## src/rtl/core/ldgm_pkg.sv

```systemverilog
// ldgm_pkg: shared types, constants and codes for the gate mutex node
// depends on nothing
package ldgm_pkg;

    localparam int QUEUE_DEPTH = 16;
    localparam int QIDX_W      = $clog2(QUEUE_DEPTH);
    localparam int QCNT_W      = $clog2(QUEUE_DEPTH + 1);
    localparam int FIFO_DEPTH  = 2;

    localparam logic [31:0] STAMP_MAX = 32'hFFFF_FFFF;
    localparam logic [6:0]  ACK_MAX   = 7'd127;

    // event kinds
    localparam logic [2:0] KIND_OWN_REQ = 3'd0;
    localparam logic [2:0] KIND_REM_REQ = 3'd1;
    localparam logic [2:0] KIND_ACK     = 3'd2;
    localparam logic [2:0] KIND_RELEASE = 3'd3;
    localparam logic [2:0] KIND_LEAVE   = 3'd4;

    // outgoing message kinds
    localparam logic [1:0] SEND_NONE    = 2'd0;
    localparam logic [1:0] SEND_REQUEST = 2'd1;
    localparam logic [1:0] SEND_REPLY   = 2'd2;
    localparam logic [1:0] SEND_RELEASE = 2'd3;

    // configuration register indexes
    localparam logic [1:0] CFG_OWN_RANK   = 2'd0;
    localparam logic [1:0] CFG_NODE_COUNT = 2'd1;
    localparam logic [1:0] CFG_OWN_DIR    = 2'd2;
    localparam logic [1:0] CFG_GATE_CAP   = 2'd3;

    typedef struct packed {
        logic [2:0]  kind;
        logic [31:0] msg_stamp;
        logic [5:0]  msg_sender;
        logic [1:0]  msg_direction;
    } in_item_t;

    typedef struct packed {
        logic [1:0]  send_kind;
        logic [5:0]  send_dest;
        logic [31:0] send_stamp;
        logic [1:0]  send_direction;
        logic        granted;
        logic [1:0]  gate_now;
        logic        dropped;
    } out_item_t;

    typedef struct packed {
        logic [31:0] stamp;
        logic [5:0]  rank;
        logic [1:0]  dir;
    } entry_t;

    // queue operation handed from front to back
    typedef enum logic [1:0] {
        OP_NONE,
        OP_INSERT,
        OP_REMOVE
    } op_t;

    // classified command between front and back
    typedef struct packed {
        op_t         op;
        entry_t      ent;
        logic [5:0]  rm_rank;
        logic [1:0]  send_kind;
        logic [5:0]  send_dest;
        logic [31:0] send_stamp;
        logic [1:0]  send_direction;
        logic [6:0]  ack_total;
    } cmd_t;

    typedef struct packed {
        logic [5:0] own_rank;
        logic [6:0] node_count;
        logic [1:0] own_direction;
        logic [4:0] pass_limit;
    } cfg_t;

    typedef enum logic [2:0] {
        BK_IDLE,
        BK_SEARCH,
        BK_SHIFT,
        BK_SCAN,
        BK_DONE
    } bk_state_t;

    function automatic logic [31:0] sat_inc(input logic [31:0] v);
        return (v == STAMP_MAX) ? v : v + 32'd1;
    endfunction

endpackage

```

## src/rtl/core/lamport_direction_gate_mutex.sv

```systemverilog
// lamport_direction_gate_mutex: top level of one Lamport mutex node at a gate
// depends on ldgm_pkg, ldgm_front, ldgm_fifo, ldgm_back
//
// Usage:
//   Events enter on start/item; an event is taken when start is high and busy
//   is low. Every event yields one result beat on result with done high for
//   exactly one cycle; the receiver cannot stall it.
//   Configuration is written on cfg_valid/cfg_ready with cfg_index and
//   cfg_data; cfg_ready is always high. Write only while the block is idle.
//   Processing: the front classifies in the accept cycle and queues a command;
//   the back walks the request queue one entry a cycle to find the insert or
//   removal point (other events skip the walk), shifts the queue there when an
//   entry goes in or out, then scans the queue for the grant. busy is high from
//   acceptance until the result has been shown and falls the cycle after it, so
//   a new event is taken only after the result of the last one has been shown.
//   Reset clears the clock, ack count, queue fill and gate direction and
//   restores the configuration defaults; queue entries are not cleared.
module lamport_direction_gate_mutex (
    input  logic                 clk,
    input  logic                 rst_n,
    input  logic                 start,
    output logic                 busy,
    input  ldgm_pkg::in_item_t   item,
    output logic                 done,
    output ldgm_pkg::out_item_t  result,
    input  logic                 cfg_valid,
    output logic                 cfg_ready,
    input  logic [1:0]           cfg_index,
    input  logic [6:0]           cfg_data
);
    import ldgm_pkg::*;

    cfg_t cfg_reg;
    cmd_t f_cmd, b_cmd;
    logic take, pop, nemp, full, bidle;
    logic pend_reg;

    assign cfg_ready = 1'b1;
    assign busy      = pend_reg;
    assign take      = start && !busy;

    // config registers
    always_ff @(posedge clk or negedge rst_n)
    begin
        if (!rst_n)
            cfg_reg <= '{6'd0, 7'd2, 2'd1, 5'd2};
        else if (cfg_valid)
        begin
            unique case (cfg_index)
                CFG_OWN_RANK:   cfg_reg.own_rank      <= cfg_data[5:0];
                CFG_NODE_COUNT: cfg_reg.node_count    <= cfg_data;
                CFG_OWN_DIR:    cfg_reg.own_direction <= cfg_data[1:0];
                CFG_GATE_CAP:   cfg_reg.pass_limit    <= cfg_data[4:0];
                default:        cfg_reg <= cfg_reg;
            endcase
        end
    end

    // one event in flight
    always_ff @(posedge clk or negedge rst_n)
    begin
        if (!rst_n)
            pend_reg <= 1'b0;
        else if (take)
            pend_reg <= 1'b1;
        else if (done)
            pend_reg <= 1'b0;
    end

    ldgm_front u_front (
        .clk(clk), .rst_n(rst_n), .take(take), .item(item), .cfg(cfg_reg), .cmd(f_cmd)
    );

    ldgm_fifo u_fifo (
        .clk(clk), .rst_n(rst_n), .push(take), .wdata(f_cmd), .pop(pop),
        .rdata(b_cmd), .not_empty(nemp), .full(full)
    );

    ldgm_back u_back (
        .clk(clk), .rst_n(rst_n), .cmd_valid(nemp), .cmd(b_cmd), .cfg(cfg_reg),
        .cmd_pop(pop), .idle(bidle), .res_valid(done), .res(result)
    );

`ifndef SYNTHESIS
    // a result only appears for an event in flight
    a_done_pending: assert property (@(posedge clk) disable iff (!rst_n)
        done |-> pend_reg) else $error("result without event");
    // queue never overflows
    a_no_overflow: assert property (@(posedge clk) disable iff (!rst_n)
        !(take && full)) else $error("command queue overflow");
    // back part idle when nothing is pending
    a_idle: assert property (@(posedge clk) disable iff (!rst_n)
        !pend_reg |-> bidle) else $error("back busy with nothing pending");
`endif

endmodule

```

## src/rtl/core/ldgm_front.sv

```systemverilog
// ldgm_front: accepts events, keeps clock and ack count, classifies into commands
// depends on ldgm_pkg
module ldgm_front (
    input  logic              clk,
    input  logic              rst_n,
    input  logic              take,
    input  ldgm_pkg::in_item_t item,
    input  ldgm_pkg::cfg_t    cfg,
    output ldgm_pkg::cmd_t    cmd
);
    import ldgm_pkg::*;

    logic [31:0] clock_reg, clock_next;
    logic [6:0]  ack_reg, ack_next;
    logic [31:0] merged;

    // merge received stamp
    assign merged = sat_inc((item.msg_stamp > clock_reg) ? item.msg_stamp : clock_reg);

    // classify event
    always_comb
    begin
        clock_next = clock_reg;
        ack_next   = ack_reg;
        cmd        = '0;
        cmd.op     = OP_NONE;
        case (item.kind)
            KIND_OWN_REQ:
            begin
                ack_next            = '0;
                clock_next          = sat_inc(clock_reg);
                cmd.op              = OP_INSERT;
                cmd.ent             = '{clock_next, cfg.own_rank, cfg.own_direction};
                cmd.send_kind       = SEND_REQUEST;
                cmd.send_stamp      = clock_next;
                cmd.send_direction  = cfg.own_direction;
            end
            KIND_REM_REQ:
            begin
                clock_next     = sat_inc(merged);
                cmd.op         = OP_INSERT;
                cmd.ent        = '{item.msg_stamp, item.msg_sender, item.msg_direction};
                cmd.send_kind  = SEND_REPLY;
                cmd.send_dest  = item.msg_sender;
                cmd.send_stamp = clock_next;
            end
            KIND_ACK:
            begin
                clock_next = merged;
                if (ack_reg != ACK_MAX)
                    ack_next = ack_reg + 7'd1;
            end
            KIND_RELEASE:
            begin
                clock_next  = merged;
                cmd.op      = OP_REMOVE;
                cmd.rm_rank = item.msg_sender;
            end
            KIND_LEAVE:
            begin
                clock_next     = sat_inc(clock_reg);
                cmd.op         = OP_REMOVE;
                cmd.rm_rank    = cfg.own_rank;
                cmd.send_kind  = SEND_RELEASE;
                cmd.send_stamp = clock_next;
            end
            default:
            begin
            end
        endcase
        cmd.ack_total = ack_next;
    end

    // clock and ack registers
    always_ff @(posedge clk or negedge rst_n)
    begin
        if (!rst_n)
        begin
            clock_reg <= '0;
            ack_reg   <= '0;
        end
        else if (take)
        begin
            clock_reg <= clock_next;
            ack_reg   <= ack_next;
        end
    end

endmodule

```

## src/rtl/core/ldgm_fifo.sv

```systemverilog
// ldgm_fifo: short command queue between front and back
// depends on ldgm_pkg
module ldgm_fifo (
    input  logic           clk,
    input  logic           rst_n,
    input  logic           push,
    input  ldgm_pkg::cmd_t wdata,
    input  logic           pop,
    output ldgm_pkg::cmd_t rdata,
    output logic           not_empty,
    output logic           full
);
    import ldgm_pkg::*;

    localparam int PW = $clog2(FIFO_DEPTH);

    cmd_t            mem_reg [FIFO_DEPTH];
    logic [PW-1:0]   wp_reg, rp_reg;
    logic [PW:0]     cnt_reg;

    assign rdata     = mem_reg[rp_reg];
    assign not_empty = (cnt_reg != '0);
    assign full      = (cnt_reg == (PW+1)'(FIFO_DEPTH));

    // storage
    always_ff @(posedge clk)
    begin
        if (push)
            mem_reg[wp_reg] <= wdata;
    end

    // pointers
    always_ff @(posedge clk or negedge rst_n)
    begin
        if (!rst_n)
        begin
            wp_reg  <= '0;
            rp_reg  <= '0;
            cnt_reg <= '0;
        end
        else
        begin
            if (push)
                wp_reg <= wp_reg + PW'(1);
            if (pop)
                rp_reg <= rp_reg + PW'(1);
            cnt_reg <= cnt_reg + (PW+1)'(push) - (PW+1)'(pop);
        end
    end

endmodule

```

## src/rtl/core/ldgm_back.sv

```systemverilog
// ldgm_back: sorted queue, insert/remove by stepping, gate and grant scan
// depends on ldgm_pkg
module ldgm_back (
    input  logic                clk,
    input  logic                rst_n,
    input  logic                cmd_valid,
    input  ldgm_pkg::cmd_t      cmd,
    input  ldgm_pkg::cfg_t      cfg,
    output logic                cmd_pop,
    output logic                idle,
    output logic                res_valid,
    output ldgm_pkg::out_item_t res
);
    import ldgm_pkg::*;

    bk_state_t        st_reg, st_next;
    entry_t           q_reg [QUEUE_DEPTH];
    logic [QCNT_W-1:0] fill_reg;
    logic [QCNT_W-1:0] pos_reg;
    logic [1:0]       gate_reg;
    logic [4:0]       seen_reg;
    logic             found_reg, hit_reg;
    logic             drop_reg;
    cmd_t             cur_reg;
    logic             res_v_reg;
    out_item_t        res_reg;

    entry_t           pe;
    logic             pos_end;
    logic             ins_before;
    logic [6:0]       need;
    logic [1:0]       head_dir;
    logic             scan_use;

    assign pos_end    = (pos_reg >= fill_reg);
    assign pe         = q_reg[pos_reg[QIDX_W-1:0]];
    assign ins_before = (cur_reg.ent.stamp < pe.stamp) ||
                        ((cur_reg.ent.stamp == pe.stamp) && (cur_reg.ent.rank < pe.rank));
    assign need       = (cfg.node_count == 7'd0) ? 7'd0 : cfg.node_count - 7'd1;
    assign head_dir   = (fill_reg == '0) ? 2'd0 : q_reg[0].dir;
    // entry counts towards the grant scan
    assign scan_use   = !pos_end && (pe.dir == head_dir) && !(found_reg && pos_reg != '0);

    assign idle      = (st_reg == BK_IDLE);
    assign cmd_pop   = (st_reg == BK_IDLE) && cmd_valid;
    assign res_valid = res_v_reg;
    assign res       = res_reg;

    // next state
    always_comb
    begin
        st_next = st_reg;
        unique case (st_reg)
            BK_IDLE:   if (cmd_valid) st_next = BK_SEARCH;
            BK_SEARCH:
            begin
                if (cur_reg.op == OP_INSERT)
                begin
                    if (fill_reg >= QCNT_W'(QUEUE_DEPTH)) st_next = BK_SCAN;
                    else if (pos_end || ins_before)      st_next = BK_SHIFT;
                end
                else if (cur_reg.op == OP_REMOVE)
                begin
                    if (pos_end) st_next = BK_SCAN;
                    else if (pe.rank == cur_reg.rm_rank) st_next = BK_SHIFT;
                end
                else
                    st_next = BK_SCAN;
            end
            BK_SHIFT:  st_next = BK_SCAN;
            BK_SCAN:   if (pos_end) st_next = BK_DONE;
            BK_DONE:   st_next = BK_IDLE;
            default:   st_next = BK_IDLE;
        endcase
    end

    // datapath and outputs
    always_ff @(posedge clk or negedge rst_n)
    begin
        if (!rst_n)
        begin
            fill_reg  <= '0;
            gate_reg  <= '0;
            res_v_reg <= 1'b0;
        end
        else
        begin
            res_v_reg <= 1'b0;
            if (st_reg == BK_SHIFT)
            begin
                if (cur_reg.op == OP_INSERT)
                    fill_reg <= fill_reg + QCNT_W'(1);
                else
                    fill_reg <= fill_reg - QCNT_W'(1);
            end
            if (st_reg == BK_DONE)
            begin
                res_v_reg <= 1'b1;
            end
            if (st_reg == BK_SCAN && pos_reg == '0)
                gate_reg <= head_dir;
        end
    end

    // queue shifting: one parallel shift at the found position
    always_ff @(posedge clk)
    begin
        if (st_reg == BK_SHIFT)
        begin
            for (int i = 0; i < QUEUE_DEPTH; i++)
            begin
                if (cur_reg.op == OP_INSERT)
                begin
                    if (QCNT_W'(i) == pos_reg)
                        q_reg[i] <= cur_reg.ent;
                    else if (QCNT_W'(i) > pos_reg && QCNT_W'(i) <= fill_reg && i > 0)
                        q_reg[i] <= q_reg[(i == 0) ? 0 : i - 1];
                end
                else if (QCNT_W'(i) >= pos_reg && i < QUEUE_DEPTH - 1)
                    q_reg[i] <= q_reg[(i == QUEUE_DEPTH - 1) ? i : i + 1];
            end
        end
    end

    // sequencing registers
    always_ff @(posedge clk or negedge rst_n)
    begin
        if (!rst_n)
            st_reg <= BK_IDLE;
        else
            st_reg <= st_next;
    end

    always_ff @(posedge clk)
    begin
        unique case (st_reg)
            BK_IDLE:
            begin
                cur_reg  <= cmd;
                pos_reg  <= '0;
                drop_reg <= 1'b0;
            end
            BK_SEARCH:
            begin
                if (st_next == BK_SCAN)
                begin
                    pos_reg  <= '0;
                    drop_reg <= (cur_reg.op == OP_INSERT);
                end
                else if (st_next == BK_SEARCH)
                    pos_reg <= pos_reg + QCNT_W'(1);
            end
            BK_SHIFT:  pos_reg <= '0;
            BK_SCAN:
            begin
                if (!pos_end)
                    pos_reg <= pos_reg + QCNT_W'(1);
                if (scan_use)
                begin
                    if (pe.rank == cfg.own_rank)
                    begin
                        found_reg <= 1'b1;
                        hit_reg   <= (((pos_reg == '0) ? 5'd0 : seen_reg) <
                                      cfg.pass_limit);
                    end
                    else
                    begin
                        seen_reg <= ((pos_reg == '0) ? 5'd0 : seen_reg) + 5'd1;
                        if (pos_reg == '0)
                        begin
                            found_reg <= 1'b0;
                            hit_reg   <= 1'b0;
                        end
                    end
                end
                else if (pos_reg == '0)
                begin
                    seen_reg  <= '0;
                    found_reg <= 1'b0;
                    hit_reg   <= 1'b0;
                end
            end
            BK_DONE:
            begin
                res_reg.send_kind      <= cur_reg.send_kind;
                res_reg.send_dest      <= cur_reg.send_dest;
                res_reg.send_stamp     <= cur_reg.send_stamp;
                res_reg.send_direction <= cur_reg.send_direction;
                res_reg.gate_now       <= gate_reg;
                res_reg.dropped        <= drop_reg;
                res_reg.granted        <= (gate_reg != 2'd0) && (fill_reg != '0) &&
                                          (cfg.own_direction == gate_reg) &&
                                          found_reg && hit_reg &&
                                          (cur_reg.ack_total >= need);
            end
            default:
            begin
            end
        endcase
    end

endmodule

```

## config.mk

```make
export PLATFORM = sky130hd
export DESIGN_NAME = lamport_direction_gate_mutex
export DESIGN_NICKNAME = d
export VERILOG_FILES = /design/src/rtl/core/ldgm_pkg.sv /design/src/rtl/core/lamport_direction_gate_mutex.sv /design/src/rtl/core/ldgm_front.sv /design/src/rtl/core/ldgm_fifo.sv /design/src/rtl/core/ldgm_back.sv
export SDC_FILE = /design/constraint.sdc
export NUM_CORES = 2
export LEC_CHECK = 0
export ABC_AREA = 1
export BUFFER_PORTS_ARGS = -buffer_cell sky130_fd_sc_hd__buf_4
export CAP_MARGIN = 20
export CORE_AREA = 2 2 374 376
export DETAILED_ROUTE_END_ITERATION = 10
export DIE_AREA = 0 0 376 378
export PLACE_DENSITY = 0.59
export SYNTH_ARGS = -nofsm -noshare
export SYNTH_HDL_FRONTEND = slang
export SYNTH_HIERARCHICAL = 1
export SYNTH_SLANG_ARGS = --single-unit
```

## constraint.sdc

```tcl
create_clock -name clk -period 9.7 [get_ports clk]
set_clock_uncertainty 0.1 [all_clocks]
set_input_delay 1.94 -clock clk [delete_from_list [all_inputs] [get_ports clk]]
set_output_delay 1.94 -clock clk [all_outputs]
set_load 0.005 [all_outputs]
```

==> Yosys cells after proc, flatten, opt, wreduce, memory -nomap -nowiden <==
Memory sizes are Yosys's and may differ from the RTL's. A register that Yosys moved wholly into a read port is not among the register bits.
Cells that the tools add are included.
{ "op_classes": {"addsub": 13, "n_lt_le_gt_ge": 52, "eq_ne": 43, "mux": 276, "bitwise_logic": 30, "reduce_logical": 59} }
{ "op_table": {"columns": ["op", "count"], "rows": [
  ["40-bit two-way mux", 30],
  ["1-bit two-way mux", 211],
  ["32-bit two-way mux", 4],
  ["32-bit by 1-bit adder with 32-bit output (second input constant)", 3],
  ["32-bit == test (second input constant)", 3],
  ["32-bit one-hot mux with 3 select lines", 1],
  ["40-bit one-hot mux with 2 select lines", 1],
  ["32-bit one-hot mux with 2 select lines", 1],
  ["4-bit by 5-bit == test with 1-bit output (first input constant)", 8],
  ["4-bit by 5-bit greater-than comparator with 1-bit output (first input constant)", 8],
  ["4-bit by 5-bit <= comparator with 1-bit output (first input constant)", 8],
  ["4-bit by 5-bit >= comparator with 1-bit output (first input constant)", 7],
  ["5-bit two-way mux", 7],
  ["32-bit == test", 1],
  ["32-bit greater-than comparator", 1],
  ["32-bit < comparator", 1],
  ["1-bit bitwise OR", 30],
  ["1-bit logical AND", 27],
  ["3-bit two-way mux", 8],
  ["3-bit by 5-bit == test with 1-bit output (first input constant)", 4],
  ["3-bit by 5-bit >= comparator with 1-bit output (first input constant)", 4],
  ["3-bit by 5-bit greater-than comparator with 1-bit output (first input constant)", 4],
  ["3-bit by 5-bit <= comparator with 1-bit output (first input constant)", 4],
  ["5-bit by 1-bit adder with 5-bit output (second input constant)", 3],
  ["other kinds (53)", 94]
]} }
{ "word_totals": {"regBits": 134, "mem_bits_rw": 834, "input_bits": 56, "output_inout_bits": 49, "wordCells": 501, "memories": 2} }
{ "memory_table": {"columns": ["name", "words", "word_bits", "rd", "rd_clocked_by_memory_dff", "write_ports", "line_no", "text"], "rows": [
  ["u_back.q_reg", 16, 40, 17, 1, 16, "ldgm_back.sv:17", "entry_t q_reg [QUEUE_DEPTH];"],
  ["u_fifo.mem_reg", 2, 97, 1, 1, 1, "ldgm_fifo.sv:17", "cmd_t mem_reg [FIFO_DEPTH];"]
]} }

==> Logic depth before layout (Yosys ltp) <==
{ "depth": {"depth_word": 13, "mapped_depth": 37} }

==> Hierarchy <==
Netlist, hierarchy kept.
{ "modules_own_cells": {"columns": ["mod", "n_inst", "cells_per_inst", "area_per_inst_um2", "seq_area_each_um2"], "rows": [
  ["ldgm_back", 1, 5192, 45381.0, 24258.3],
  ["ldgm_front", 1, 1471, 7932.6, 975.9],
  ["ldgm_fifo", 1, 531, 7395.8, 5925.7],
  ["lamport_direction_gate_mutex", 1, 99, 897.1, 529.3]
]} }

==> Worst setup path before layout <==
OpenSTA, ideal clock, no wires.
{ "synth_path": {"path_type": "input port to flip-flop", "startpoint": "in start", "endpoint": "mem u_fifo/mem_reg[0][0] (netlist name), enable pin", "setup_ns": 0.554, "arrival_time_ns": 6.277, "required_time_ns": 9.046, "slack_ns": 2.770, "path_stages": 4, "path_cell_list": "nand2_1 inv_1 inv_1 nor2_1"} }
{ "synth_via": {"elab_chain_len": 3} }
{ "synth_rtl": {"columns": ["element", "line_no", "text"], "rows": [
  ["from (decl)", "lamport_direction_gate_mutex.sv:21", "input logic start,"],
  ["1-bit logical AND", "lamport_direction_gate_mutex.sv:40", "assign take = start && !busy;"],
  ["named net take", "lamport_direction_gate_mutex.sv:35", "logic take, pop, nemp, full, bidle;"],
  ["1-bit two-way mux", "ldgm_fifo.sv:28", "if (push)"],
  ["1-bit two-way mux (not written as such)", "ldgm_fifo.sv:29", "mem_reg[wp_reg] <= wdata;"],
  ["to (decl)", "ldgm_fifo.sv:17", null]
]} }
The timed path passes the listed nets, and every way through them passes these cells.

==> summary.md <==
| Metric | Value |
|---|---|
| Wirelength per Cell | `25.1 µm` |
| Starting Density | `0.445` |
| Post-route setup slack | `approximately 2.3 ns` |
| Buffer cell driving the clock tree root | `sky130_fd_sc_hd__clkbuf_16` |
| Highest ir drop seen on vdd | `147 µV` |
| Post-route clock period utilization | `0.762` |
| Port Buffers | `103` |
| CTS buffer count | `approximately 120` |
| Routed via count | `approximately 55000` |
| Leakage dissipation | `0.0278 µW` |
| CP most frequent cell | `sky130_fd_sc_hd__nand2_1` |
| Max-cap violations | `0` |
| Top achievable clock speed | `135 MHz` |
| Worst slack at placement | `1.73 ns` |
| Largest net degree at the start of global routing | `152` |
| Hold buffers post-CTS | `0` |
| Summed instance area of the synthesized netlist | `just over 60000 µm²` |
| Startpoint type of the worst setup path | `primary input` |
| Yosys warns | `6` |
| Result of the run | `finished clean` |
| Normalized max-slew margin | `0.172` |
| Via count normalized by instance count | `6.04` |
| Non-Filler Instances | `between 9000 and 10000` |
| Share of post-route cells with drive strength above 1 | `0.0802` |
| CTS tree | `yes` |
| Detailed-router iteration count before antenna repair | `7` |
| Number of cell rows | `137` |
| Maximum fanout along the worst path | `between 50 and 60` |
| Worst Path Arrival | `7.83 ns` |
| Type of the tightest min-delay check | `register to register` |
| Post-DRT Antenna Nets | `0` |
| Number of remaining DRC errors | `0` |
| Peak per-stage delay on the critical path | `0.45 ns` |
| Nets in the synthesized netlist | `7449` |
| Post-Place Cells | `8809` |
| RSZ-0062 raised after global routing | `false` |
| Detailed placer's ending HPWL | `137000 µm` |
| IO Count | `105` |
| # H-tree levels | `3` |
| Number of global-route vias before repair | `51112` |
| Post-CTS setup buffer count | `0` |
| Total grt overflow | `0` |
| Global-route wire length before repair | `334000 µm` |
| Worst-path clk slew | `~0.06 ns` |
| Sink Count | `1069` |
| Final critical delay including setup and external delays | `about 7.4 ns` |
| Final routed wirelength across all metal layers | `227000 µm` |
| Placer Congestion | `~0.98` |
| Average cell area after synthesis | `8.45 µm²` |
| Power density normalized to cell area | `between 150 and 200 nW/µm²` |
| Mapped Cells | `7292` |
| Max reg flops | `640` |
| Die area | `about 140000 µm²` |
| Slew at the pin with the worst max-slew slack | `1.23 ns` |
| P&R area growth vs syn | `10.5%` |
| Worst EP required | `10.14 ns` |
| CTS Buffer Depth | `3` |
| Fin. max-slew vios | `0` |
| Net total in the final layout | `around 7300` |
| Initial antenna violation count | `6` |
| WS Path Type | `primary input to register` |
| Hold Vio Cnt, Final | `0` |
| Area of the core | `139000 µm²` |
| Worst slack on hold paths | `0.318 ns` |
| DRT iter0 DRCs | `7329` |
| FILL cells | `13287` |
| Crit-path slowest cell | `sky130_fd_sc_hd__nand2_4` |
| Global-route usage over all layers | `0.314` |
| Count of cells resized by post-cts repair | `0` |
| Floorplan die width | `376 µm` |
| Setup crit end kind | `register` |
| Setup TNS after final layout | `0 ns` |
| Final setup fails | `0` |
| Antenna diode count | `0` |
| Vert. Die Dim | `378 µm` |
| Clk_lat worst skew | `0.78 ns` |
==> stage by stage <==
step	utilization	total power (µW)	cell area, µm²
floorplan	-	5310	61600
global placement	0.459	5430	63600
detailed placement	0.460	5430	63700
CTS	0.491	10500	68000
global route	0.491	10700	68100
finish	0.491	10400	68100
==> worst paths after layout <==
kind / startpoint / to / slack, ns / depth (start not counted)
max: item[39] / u_fifo/mem_reg[1][20] / 2.31 / 29
min: u_back/cur_reg[19] / u_back/res[16] / 0.32 / 0
max reg2reg: u_front/clock_reg[19] / u_fifo/mem_reg[1][20] / 2.73 / 27
min reg2reg: u_back/cur_reg[19] / u_back/res[16] / 0.32 / 0
max in group asynchronous: rst_n / u_fifo/rp_reg / 7.16 / 2
min in group asynchronous: rst_n / u_front/clock_reg[21] / 0.96 / 1
==> final cells by class <==
cell class                      count  area, µm²  area share
Sequential cell                  1069      31700       0.466
Multi-Input combinational cell   4887      24900       0.366
Inverter                          849       3200      0.0471
Clock buffer                      142       3200      0.0470
Tap cell                         1807       2260      0.0332
Timing Repair Buffer              200       1580      0.0233
Clock inverter                     87       1180      0.0174
==> metal layers <==
metal,up-vias,part of all wire,wire length (µm),global-route usage
met1,26102,0.40,91100,0.419
met2,3026,0.46,104000,0.505
li1,24850,-,-,-
met5,-,0.00018,40,0
met3,601,0.099,22600,0.0572
met4,6,0.042,9580,0.124
==> critical path: cells and delay by family <==
kind	cells	cell delay (ns)
adders and majority gates	3	0.93
and+or+nand+nor	20	4.05
AOI/OAI and AO/OA	1	0.14
buffers and inverters	5	0.74
==> placed cells by master, fill, tap and decap left out, types with 18 or more instances in the layout <==
master,count
sky130_fd_sc_hd__ha_1,101
sky130_fd_sc_hd__nand3_1,462
sky130_fd_sc_hd__nor2_1,528
sky130_fd_sc_hd__o21ai_0,958
sky130_fd_sc_hd__dfrtp_1,71
sky130_fd_sc_hd__nand4_1,41
sky130_fd_sc_hd__xor2_1,54
sky130_fd_sc_hd__edfxtp_1,990
sky130_fd_sc_hd__buf_4,193
sky130_fd_sc_hd__bufinv_16,23
sky130_fd_sc_hd__nand2_2,53
sky130_fd_sc_hd__clkinv_1,23
sky130_fd_sc_hd__o211ai_1,350
sky130_fd_sc_hd__inv_1,819
sky130_fd_sc_hd__nand2_1,1420
sky130_fd_sc_hd__inv_2,22
sky130_fd_sc_hd__clkinv_2,25
sky130_fd_sc_hd__o21ai_1,38
sky130_fd_sc_hd__clkbuf_16,121
sky130_fd_sc_hd__a31oi_1,34
sky130_fd_sc_hd__nor2_2,18
sky130_fd_sc_hd__nor3_1,27
sky130_fd_sc_hd__a21oi_1,551
sky130_fd_sc_hd__o22ai_1,94
==> report_power, final <==
group          internal [µW]  switching (µW)  total (µW)
Sequential              4990            14.7        5000
Combinational            104             237         341
Clock                   2980            2050        5040
Total                   8070            2310       10400
(Power assumes the default switching activity.)
